## src/design/pps_pkg.sv

```systemverilog
`timescale 1ns / 1ps
// Shared types and constants for the preemptive priority scheduler.
// No dependencies; imported by pps_ctrl, pps_datapath and the top level.
package pps_pkg;

    localparam int SLOT_BITS = 4;
    localparam int ARR_BITS  = 16;
    localparam int BURST_BITS = 16;
    localparam int PRIO_BITS = 8;
    localparam int ID_BITS   = 5;
    localparam int CFG_BITS  = 5;
    localparam int SUM_BITS  = 32;
    localparam int COUNT_BITS = 5;

    localparam logic [COUNT_BITS-1:0] COUNT_MAX = 5'd31;

    localparam logic ACT_LOAD = 1'b0;
    localparam logic ACT_TICK = 1'b1;

    typedef enum logic [2:0] {
        S_IDLE,
        S_SCAN,
        S_STEP,
        S_TAT,
        S_WT,
        S_SUM,
        S_DONE
    } t_state;

    // Commands from the controller to the datapath.
    typedef struct packed {
        logic load;      // write the input beat into its slot
        logic step;      // take the winner, decrement its work, advance time
        logic tat;       // form turnaround and bump the completion count
        logic wt;        // form waiting time and add turnaround to its total
        logic sum;       // add waiting time to its total
        logic out_load;  // copy the result into the output register
    } t_dp_cmd;

    // Status from the datapath to the controller.
    typedef struct packed {
        logic fin;       // the current winner is on its last tick of work
    } t_dp_status;

endpackage

```

## src/design/preemptive_priority_scheduler.sv

```systemverilog
`timescale 1ns / 1ps
// Top level of the preemptive priority scheduler: controller plus datapath.
// Depends on pps_pkg, pps_ctrl and pps_datapath.
//
//   channel   direction  handshake            payload
//   -------   ---------  -------------------  -------------------------------------
//   request   in         i_valid / o_ready    action, slot, arrival, burst, priority
//   result    out        o_valid / i_ready    ran .. total_waiting (one per request)
//   config    in         i_cfg_we             i_cfg_wdata = process_count
//
// A load beat is accepted, then its result enters the output register.
// A tick beat is accepted, waits in the scan state for the registered selection
// tree, then steps; a completing task adds turnaround, waiting and sum states.
// The output register parts the two sides: the next beat may be accepted while
// a result still waits, but a new result stalls in the done state until it is free.
// Reset (synchronous, active low) clears remaining work, time, count and totals.
module preemptive_priority_scheduler
    import pps_pkg::*;
#(
    parameter int MAX_TASKS = 16,
    parameter int TIME_BITS = 24
) (
    input  logic                  i_clk,
    input  logic                  i_rst_n,
    // configuration
    input  logic                  i_cfg_we,
    input  logic [CFG_BITS-1:0]   i_cfg_wdata,
    // request channel
    input  logic                  i_valid,
    output logic                  o_ready,
    input  logic                  i_action,
    input  logic [SLOT_BITS-1:0]  i_slot,
    input  logic [ARR_BITS-1:0]   i_arrival,
    input  logic [BURST_BITS-1:0] i_burst,
    input  logic [PRIO_BITS-1:0]  i_priority_req,
    // result channel
    output logic                  o_valid,
    input  logic                  i_ready,
    output logic                  o_ran,
    output logic [ID_BITS-1:0]    o_task_id,
    output logic [TIME_BITS-1:0]  o_time_now,
    output logic                  o_finished,
    output logic [TIME_BITS-1:0]  o_turnaround,
    output logic [TIME_BITS-1:0]  o_waiting,
    output logic                  o_all_done,
    output logic [SUM_BITS-1:0]   o_total_turnaround,
    output logic [SUM_BITS-1:0]   o_total_waiting
);

    t_dp_cmd    cmd;
    t_dp_status status;

    // Sequencer: accept, wait out the tree, step, tally on completion, publish.
    pps_ctrl #(
        .MAX_TASKS (MAX_TASKS)
    ) u_ctrl (
        .i_clk    (i_clk),
        .i_rst_n  (i_rst_n),
        .i_valid  (i_valid),
        .o_ready  (o_ready),
        .i_action (i_action),
        .o_valid  (o_valid),
        .i_ready  (i_ready),
        .i_status (status),
        .o_cmd    (cmd)
    );

    // Tables, winner selection, time and running totals.
    pps_datapath #(
        .MAX_TASKS (MAX_TASKS),
        .TIME_BITS (TIME_BITS)
    ) u_datapath (
        .i_clk              (i_clk),
        .i_rst_n            (i_rst_n),
        .i_cfg_we           (i_cfg_we),
        .i_cfg_wdata        (i_cfg_wdata),
        .i_cmd              (cmd),
        .o_status           (status),
        .i_slot             (i_slot),
        .i_arrival          (i_arrival),
        .i_burst            (i_burst),
        .i_priority_req     (i_priority_req),
        .o_ran              (o_ran),
        .o_task_id          (o_task_id),
        .o_time_now         (o_time_now),
        .o_finished         (o_finished),
        .o_turnaround       (o_turnaround),
        .o_waiting          (o_waiting),
        .o_all_done         (o_all_done),
        .o_total_turnaround (o_total_turnaround),
        .o_total_waiting    (o_total_waiting)
    );

endmodule

```

## src/design/pps_ctrl.sv

```systemverilog
`timescale 1ns / 1ps
// Controller state machine of the preemptive priority scheduler.
// Depends on pps_pkg; drives command strobes into pps_datapath.
module pps_ctrl
    import pps_pkg::*;
#(
    parameter int MAX_TASKS = 16
) (
    input  logic       i_clk,
    input  logic       i_rst_n,
    input  logic       i_valid,
    output logic       o_ready,
    input  logic       i_action,
    output logic       o_valid,
    input  logic       i_ready,
    input  t_dp_status i_status,
    output t_dp_cmd    o_cmd
);

    localparam int LEVELS = $clog2(MAX_TASKS);
    localparam int CW     = $clog2(LEVELS + 1);
    localparam logic [CW-1:0] LAST_LEVEL = CW'(LEVELS);

    t_state r_state, n_state;
    logic [CW-1:0] r_cnt, n_cnt;
    logic r_out_valid, n_out_valid;
    logic in_fire, out_free;

    assign in_fire  = i_valid && (r_state == S_IDLE);
    assign out_free = !r_out_valid || i_ready;

    always_comb begin
        n_state = r_state;
        n_cnt   = r_cnt;
        unique case (r_state)
            S_IDLE: begin
                n_cnt = '0;
                if (i_valid) begin
                    n_state = (i_action == ACT_LOAD) ? S_DONE : S_SCAN;
                end
            end
            S_SCAN: begin
                if (r_cnt == LAST_LEVEL) begin
                    n_state = S_STEP;
                end else begin
                    n_cnt = r_cnt + CW'(1);
                end
            end
            S_STEP: n_state = i_status.fin ? S_TAT : S_DONE;
            S_TAT:  n_state = S_WT;
            S_WT:   n_state = S_SUM;
            S_SUM:  n_state = S_DONE;
            S_DONE: begin
                if (out_free) begin
                    n_state = S_IDLE;
                end
            end
            default: n_state = S_IDLE;
        endcase
    end

    always_comb begin
        o_cmd          = '0;
        o_cmd.load     = in_fire && (i_action == ACT_LOAD);
        o_cmd.step     = (r_state == S_SCAN) && (r_cnt == LAST_LEVEL);
        o_cmd.tat      = (r_state == S_TAT);
        o_cmd.wt       = (r_state == S_WT);
        o_cmd.sum      = (r_state == S_SUM);
        o_cmd.out_load = (r_state == S_DONE) && out_free;
    end

    always_comb begin
        n_out_valid = r_out_valid;
        if (o_cmd.out_load) begin
            n_out_valid = 1'b1;
        end else if (r_out_valid && i_ready) begin
            n_out_valid = 1'b0;
        end
    end

    always_ff @(posedge i_clk) begin
        if (!i_rst_n) begin
            r_state     <= S_IDLE;
            r_cnt       <= '0;
            r_out_valid <= 1'b0;
        end else begin
            r_state     <= n_state;
            r_cnt       <= n_cnt;
            r_out_valid <= n_out_valid;
        end
    end

    assign o_ready = (r_state == S_IDLE);
    assign o_valid = r_out_valid;

endmodule

```

## src/design/pps_datapath.sv

```systemverilog
`timescale 1ns / 1ps
// Datapath of the preemptive priority scheduler: task tables, registered
// selection tree, time and totals, output register. Depends on pps_pkg.
module pps_datapath
    import pps_pkg::*;
#(
    parameter int MAX_TASKS = 16,
    parameter int TIME_BITS = 24
) (
    input  logic                  i_clk,
    input  logic                  i_rst_n,
    input  logic                  i_cfg_we,
    input  logic [CFG_BITS-1:0]   i_cfg_wdata,
    input  t_dp_cmd               i_cmd,
    output t_dp_status            o_status,
    input  logic [SLOT_BITS-1:0]  i_slot,
    input  logic [ARR_BITS-1:0]   i_arrival,
    input  logic [BURST_BITS-1:0] i_burst,
    input  logic [PRIO_BITS-1:0]  i_priority_req,
    output logic                  o_ran,
    output logic [ID_BITS-1:0]    o_task_id,
    output logic [TIME_BITS-1:0]  o_time_now,
    output logic                  o_finished,
    output logic [TIME_BITS-1:0]  o_turnaround,
    output logic [TIME_BITS-1:0]  o_waiting,
    output logic                  o_all_done,
    output logic [SUM_BITS-1:0]   o_total_turnaround,
    output logic [SUM_BITS-1:0]   o_total_waiting
);

    localparam int SW     = (MAX_TASKS > 1) ? $clog2(MAX_TASKS) : 1;
    localparam int LEAVES = 1 << $clog2(MAX_TASKS);
    localparam logic [TIME_BITS-1:0] TIME_MAX = {TIME_BITS{1'b1}};

    typedef struct packed {
        logic                  valid;
        logic [PRIO_BITS-1:0]  prio;
        logic [ARR_BITS-1:0]   arr;
        logic [BURST_BITS-1:0] burst;
        logic                  last;
        logic [SW-1:0]         idx;
    } t_node;

    // Left child holds the lower slots, so it keeps every full tie.
    function automatic t_node pick(input t_node lo, input t_node hi);
        logic take_hi;
        take_hi = hi.valid && (!lo.valid || (hi.prio < lo.prio) ||
                  ((hi.prio == lo.prio) && (hi.arr < lo.arr)));
        return take_hi ? hi : lo;
    endfunction

    function automatic logic [SUM_BITS-1:0] sat_add(input logic [SUM_BITS-1:0] a,
                                                    input logic [TIME_BITS-1:0] b);
        logic [SUM_BITS:0] s;
        s = {1'b0, a} + (SUM_BITS + 1)'(b);
        return s[SUM_BITS] ? {SUM_BITS{1'b1}} : s[SUM_BITS-1:0];
    endfunction

    logic [ARR_BITS-1:0]   r_arr   [MAX_TASKS];
    logic [BURST_BITS-1:0] r_burst [MAX_TASKS];
    logic [PRIO_BITS-1:0]  r_prio  [MAX_TASKS];
    logic [BURST_BITS-1:0] r_rem   [MAX_TASKS];

    t_node r_node [1:2*LEAVES-1];
    t_node root;

    logic [CFG_BITS-1:0]   r_pc;
    logic [TIME_BITS-1:0]  r_time;
    logic [COUNT_BITS-1:0] r_comp;
    logic [SUM_BITS-1:0]   r_sum_tat, r_sum_wt;

    logic                  r_ran, r_fin;
    logic [ID_BITS-1:0]    r_id;
    logic [TIME_BITS-1:0]  r_tat, r_wt;
    logic [ARR_BITS-1:0]   r_best_arr;
    logic [BURST_BITS-1:0] r_best_burst;
    logic [31:0]           slot_ext;
    logic [31:0]           active;
    logic                  all_done;

    assign root            = r_node[1];
    assign o_status.fin    = root.valid && root.last;
    assign slot_ext        = 32'(i_slot);
    assign active          = (32'(r_pc) > 32'(MAX_TASKS)) ? 32'(MAX_TASKS) : 32'(r_pc);
    assign all_done        = 32'(r_comp) >= active;

    // Task tables: load writes a whole slot, a step takes one tick of work.
    for (genvar g = 0; g < MAX_TASKS; g++) begin : g_slot
        always_ff @(posedge i_clk) begin
            if (i_cmd.load && (slot_ext == 32'(g))) begin
                r_arr[g]   <= i_arrival;
                r_burst[g] <= i_burst;
                r_prio[g]  <= i_priority_req;
            end
        end

        always_ff @(posedge i_clk) begin
            if (!i_rst_n) begin
                r_rem[g] <= '0;
            end else if (i_cmd.load && (slot_ext == 32'(g))) begin
                r_rem[g] <= i_burst;
            end else if (i_cmd.step && root.valid && (root.idx == SW'(g))) begin
                r_rem[g] <= r_rem[g] - BURST_BITS'(1);
            end
        end
    end

    // Leaves: eligibility of each slot, sampled every cycle.
    for (genvar g = 0; g < LEAVES; g++) begin : g_leaf
        if (g < MAX_TASKS) begin : g_real
            always_ff @(posedge i_clk) begin
                r_node[LEAVES+g].valid <= (r_rem[g] != '0) &&
                                          (TIME_BITS'(r_arr[g]) <= r_time) &&
                                          (32'(g) < 32'(r_pc));
                r_node[LEAVES+g].prio  <= r_prio[g];
                r_node[LEAVES+g].arr   <= r_arr[g];
                r_node[LEAVES+g].burst <= r_burst[g];
                r_node[LEAVES+g].last  <= (r_rem[g] == BURST_BITS'(1));
                r_node[LEAVES+g].idx   <= SW'(g);
            end
        end else begin : g_pad
            always_ff @(posedge i_clk) begin
                r_node[LEAVES+g] <= '0;
            end
        end
    end

    // Inner nodes: one registered compare level per tree level.
    for (genvar n = 1; n < LEAVES; n++) begin : g_inner
        always_ff @(posedge i_clk) begin
            r_node[n] <= pick(r_node[2*n], r_node[2*n+1]);
        end
    end

    always_ff @(posedge i_clk) begin
        if (!i_rst_n) begin
            r_pc      <= '0;
            r_time    <= '0;
            r_comp    <= '0;
            r_sum_tat <= '0;
            r_sum_wt  <= '0;
        end else begin
            if (i_cfg_we) begin
                r_pc <= i_cfg_wdata;
            end
            if (i_cmd.step && (r_time != TIME_MAX)) begin
                r_time <= r_time + TIME_BITS'(1);
            end
            if (i_cmd.tat && (r_comp != COUNT_MAX)) begin
                r_comp <= r_comp + COUNT_BITS'(1);
            end
            if (i_cmd.wt) begin
                r_sum_tat <= sat_add(r_sum_tat, r_tat);
            end
            if (i_cmd.sum) begin
                r_sum_wt <= sat_add(r_sum_wt, r_wt);
            end
        end
    end

    // Per-item working registers.
    always_ff @(posedge i_clk) begin
        if (i_cmd.load) begin
            r_ran <= 1'b0;
            r_id  <= '0;
            r_fin <= 1'b0;
            r_tat <= '0;
            r_wt  <= '0;
        end
        if (i_cmd.step) begin
            r_ran        <= root.valid;
            r_id         <= root.valid ? ID_BITS'(32'(root.idx) + 32'd1) : '0;
            r_fin        <= root.valid && root.last;
            r_best_arr   <= root.arr;
            r_best_burst <= root.burst;
            r_tat        <= '0;
            r_wt         <= '0;
        end
        if (i_cmd.tat) begin
            r_tat <= r_time - TIME_BITS'(r_best_arr);
        end
        if (i_cmd.wt) begin
            r_wt <= (r_tat >= TIME_BITS'(r_best_burst)) ?
                    r_tat - TIME_BITS'(r_best_burst) : '0;
        end
    end

    // Output register: holds the result beat until it is taken.
    always_ff @(posedge i_clk) begin
        if (i_cmd.out_load) begin
            o_ran              <= r_ran;
            o_task_id          <= r_id;
            o_time_now         <= r_time;
            o_finished         <= r_fin;
            o_turnaround       <= r_tat;
            o_waiting          <= r_wt;
            o_all_done         <= all_done;
            o_total_turnaround <= r_sum_tat;
            o_total_waiting    <= r_sum_wt;
        end
    end

endmodule
```

## config.mk

```make
export PLATFORM = sky130hd
export DESIGN_NAME = preemptive_priority_scheduler
export DESIGN_NICKNAME = d
export VERILOG_FILES = /design/src/design/pps_pkg.sv /design/src/design/preemptive_priority_scheduler.sv /design/src/design/pps_ctrl.sv /design/src/design/pps_datapath.sv
export SDC_FILE = /design/constraint.sdc
export NUM_CORES = 2
export LEC_CHECK = 0
export BUFFER_PORTS_ARGS = -buffer_cell sky130_fd_sc_hd__buf_2
export CORE_AREA = 5 5 452 365
export DETAILED_ROUTE_END_ITERATION = 8
export DIE_AREA = 0 0 457 370
export PLACE_DENSITY = 0.8
export SLEW_MARGIN = 5
export SYNTH_ARGS = -nofsm -noshare
export SYNTH_HDL_FRONTEND = slang
export SYNTH_SLANG_ARGS = --single-unit
```

## constraint.sdc

```tcl
create_clock -name i_clk -period 11.2 [get_ports i_clk]
set_input_delay 2.24 -clock i_clk [delete_from_list [all_inputs] [get_ports i_clk]]
set_output_delay 2.24 -clock i_clk [all_outputs]
set_load 0.1 [all_outputs]
```

==> reports/results.ini <==
[power_and_ir_drop]
leakagePower_nw = 43.6
combPwrFrac = 0.057
clkPwrFrac = 0.413
swShare = 0.228
p_int_mw = 14.8
max-vdd-ir-drop_uv = 165
p_seq_frac = 0.530
p_per_area_nw_per_um2 = 175
p_switching_mw = 4.38

[synth]
synth_enable_flop_cells = 1127
synth_top_cell_area_share = 0.344
async_flop_share = 0
yosysMostFrequentCell = dfxtp_1
ys.flop_type = dfxtp_1
netlist_area_um2 = 98400
yosys-top-cells-area = edfxtp_1 (34%), dfxtp_1 (29%), ha_1 (9.2%), mux2_2 (7.1%), o21ai_0 (2.3%)
ys_seq_area_frac = 0.634
ys_ff_latch = 2552
post-synth-top-area-cell = edfxtp_1
ys_warn_count = 0
synth_commonest_cells = dfxtp_1 (1425), edfxtp_1 (1127), ha_1 (727)
synth_cells = 7526
synth_nets = 8312
synth_cell_types = 79
avgSynthCellArea_um2 = 13.1

[clock_network]
clock_sinks = 2552
htree_levels = 4
clkTransAtPathRegs_ns = 0.07
cts-root-buf = clkbuf_16
clock_latency_ns = 0.85
cts_buffer_depth = 3
cts_tree = yes
hold_buffers = 0
cts_resized = 0
cts_made_buffers = 225
post_cts_buffers = 0

[route]
routed_wl_um = 244000
drc_errors = 0
firstDrtPassIters = 6
drtIter0Drc = 5976
vias = 60600
ant_nets = 0
avgViaCountPerCell = 5.95
avgRoutedWirePerCell_um = 23.9

[placement]
globalplace.congestion = 0.905
place.port_buffers = 200
dp_cells = 9759
dp_hpwl_um = 164000

[grt]
grt_pass1_vias = 60400
antenna_found_initial = 33
grt_start_max_net_pins = 85
grt_overflow = 0
grt_pass1_wl_um = 363000
track_usage = 0.283

[worst_setup_path]
crit_path_top_delay_cell = nand3b_1
crit_path_max_incr_delay_ns = 0.83
cpLargestDelayFamily = simple AND/OR/NAND/NOR gates
worstPathCellList = buf_2 > nor2b_1 > and2_1 > nand3b_1 > nor2_4 > buf_4 > a211o_1
critPathLaunchType = primary input
ff2ff_path_depth = 6
required_ns = 11.68
cp_num_cells = 7
r2r-start = u_ctrl.r_state[1]$_SDFFE_PN0P_
crit_type = in -> reg
path_buf_inv = 2
endpoint_kind = register
worstSetupStartpoint = i_action
cp_max_fo = 41
arrival_ns = 5.33

[layout]
nNetsFinal = 8628
syn2layout_area_growth_pct = 11.6
post-route-util = 0.685
fin_cells = 10200
drive_above_1_share = 0.169

[sta]
slew_violations = 0
rsz0062_at_grt = false
skew_ns = 0.0246
setup_violations = 0
fin_setup_tns_ns = 0
relSlewSlack = 0.181
period_share = 0.433
worst_slew_pin_slew_ns = 1.23
max_freq_mhz = 206
period_needed_ns = 4.85
hold_violations = 0

[die]
ios = 201
initial_core_util = 0.614
rows = 132
dieArea_um2 = 169000
core-area_um2 = 160000
die_w_um = 457
die_height_um = 370

[worst_hold_path]
hold_path.startpoint = u_datapath.r_prio[0][36]$_DFFE_PP_
hold_path.class = reg -> reg
hold_depth = 0

[run]
max_cap_violations = 0

[outcome]
status = finished clean

[flip-flops by register name, summed over array words and instances (netlist names), 32 cells and up]
name	count
u_datapath.o_total_turnaround	32
u_datapath.o_total_waiting	32
u_datapath.r_arr	256
u_datapath.r_burst	256
u_datapath.r_node	1320
u_datapath.r_prio	128
u_datapath.r_rem	256
u_datapath.r_sum_tat	32
u_datapath.r_sum_wt	32
[cells by family after synthesis]
family,Yosys count,synth area share
xor gates and xnor gates,304,0.0270
adders and majority gates,731,0.0932
muxes,625,0.0714
DFF,2552,0.634
buffers and inverters,680,0.0268
and+or+nand+nor,1447,0.0737
AOI/OAI and AO/OA,1187,0.0743
[stage by stage]
stage                     instance area (µm²)  total power, mW  worst slack [ns]  hold slack, ns
final                                  110000             19.2              6.35           0.324
after global routing                   110000             19.7              6.26           0.331
after CTS                              110000             19.2              6.48           0.325
after detailed placement               102000             11.4              5.59           0.327
after global placement                 102000             11.4              5.68           0.323
after floorplan                         98400             11.0              1.81           0.323
[final cells by class]
type,count,area [µm²]
clock inverter,112,1040
timing repair buffer,274,1560
inverter,495,1860
fill,10700,50500
antenna,11,27.5
clock buffer,315,6640
sequential,2552,62400
tap,2144,2680
multi-input combinational,4294,33700
[power by group through the flow]
stage	Clock, mW	Sequential [mW]	Combinational [mW]
6_report	7.92	10.2	1.10
5_1_grt	8.39	10.2	1.18
4_1_cts	7.99	10.2	1.09
3_5_place_dp	0	10.4	1.07
3_3_place_gp	0	10.3	1.04
2_1_floorplan	0	10.4	0.653
[worst reg2reg max path, stage by stage (launching register included)]
cell	delay [ns]
dfxtp_1	0.49
nor3_1	0.38
and2_1	0.48
nand3b_1	0.84
nor2_4	0.31
buf_4	0.54
a211o_1	0.64
[cells in the final DEF (no fill, tap or decap), types with 35 or more instances in the layout]
cell       count
dfxtp_1     1424
edfxtp_1    1127
ha_1         727
mux2_2       617
inv_1        491
o21ai_0      448
nand2_1      414
nor2_1       268
a21oi_1      256
clkbuf_16    240
xnor2_1      207
buf_2        200
a21o_1       191
nor3_1       126
nand3_1      103
xor2_1        97
nand2b_1      87
nand4_1       86
buf_4         74
nor4_1        65
nor2b_1       64
o21a_1        45
clkinv_2      45
clkbuf_1      40
and4_1        36
or2_2         35
clkbuf_8      35
[routing by layer]
layer | share of wire | vias up | GRT usage
met5 | 0.00019 | - | 0
met4 | 0.037 | 6 | 0.102
met3 | 0.089 | 498 | 0.0490
met2 | 0.45 | 2592 | 0.441
met1 | 0.43 | 29700 | 0.402
li1 | - | 27800 | -
[path summary, 6_finish.rpt]
| path | end | slack, ns |
|---|---|---|
| max | u_datapath.r_rem[1][29]$_DFFE_PP_ | 6.35 |
| min | u_datapath.r_node[1][225]$_DFF_P_ | 0.32 |
| max reg2reg | u_datapath.r_rem[1][29]$_DFFE_PP_ | 7.16 |
| min reg2reg | u_datapath.r_node[1][225]$_DFF_P_ | 0.32 |
Note: power is estimated with default switching activity, not from simulation.
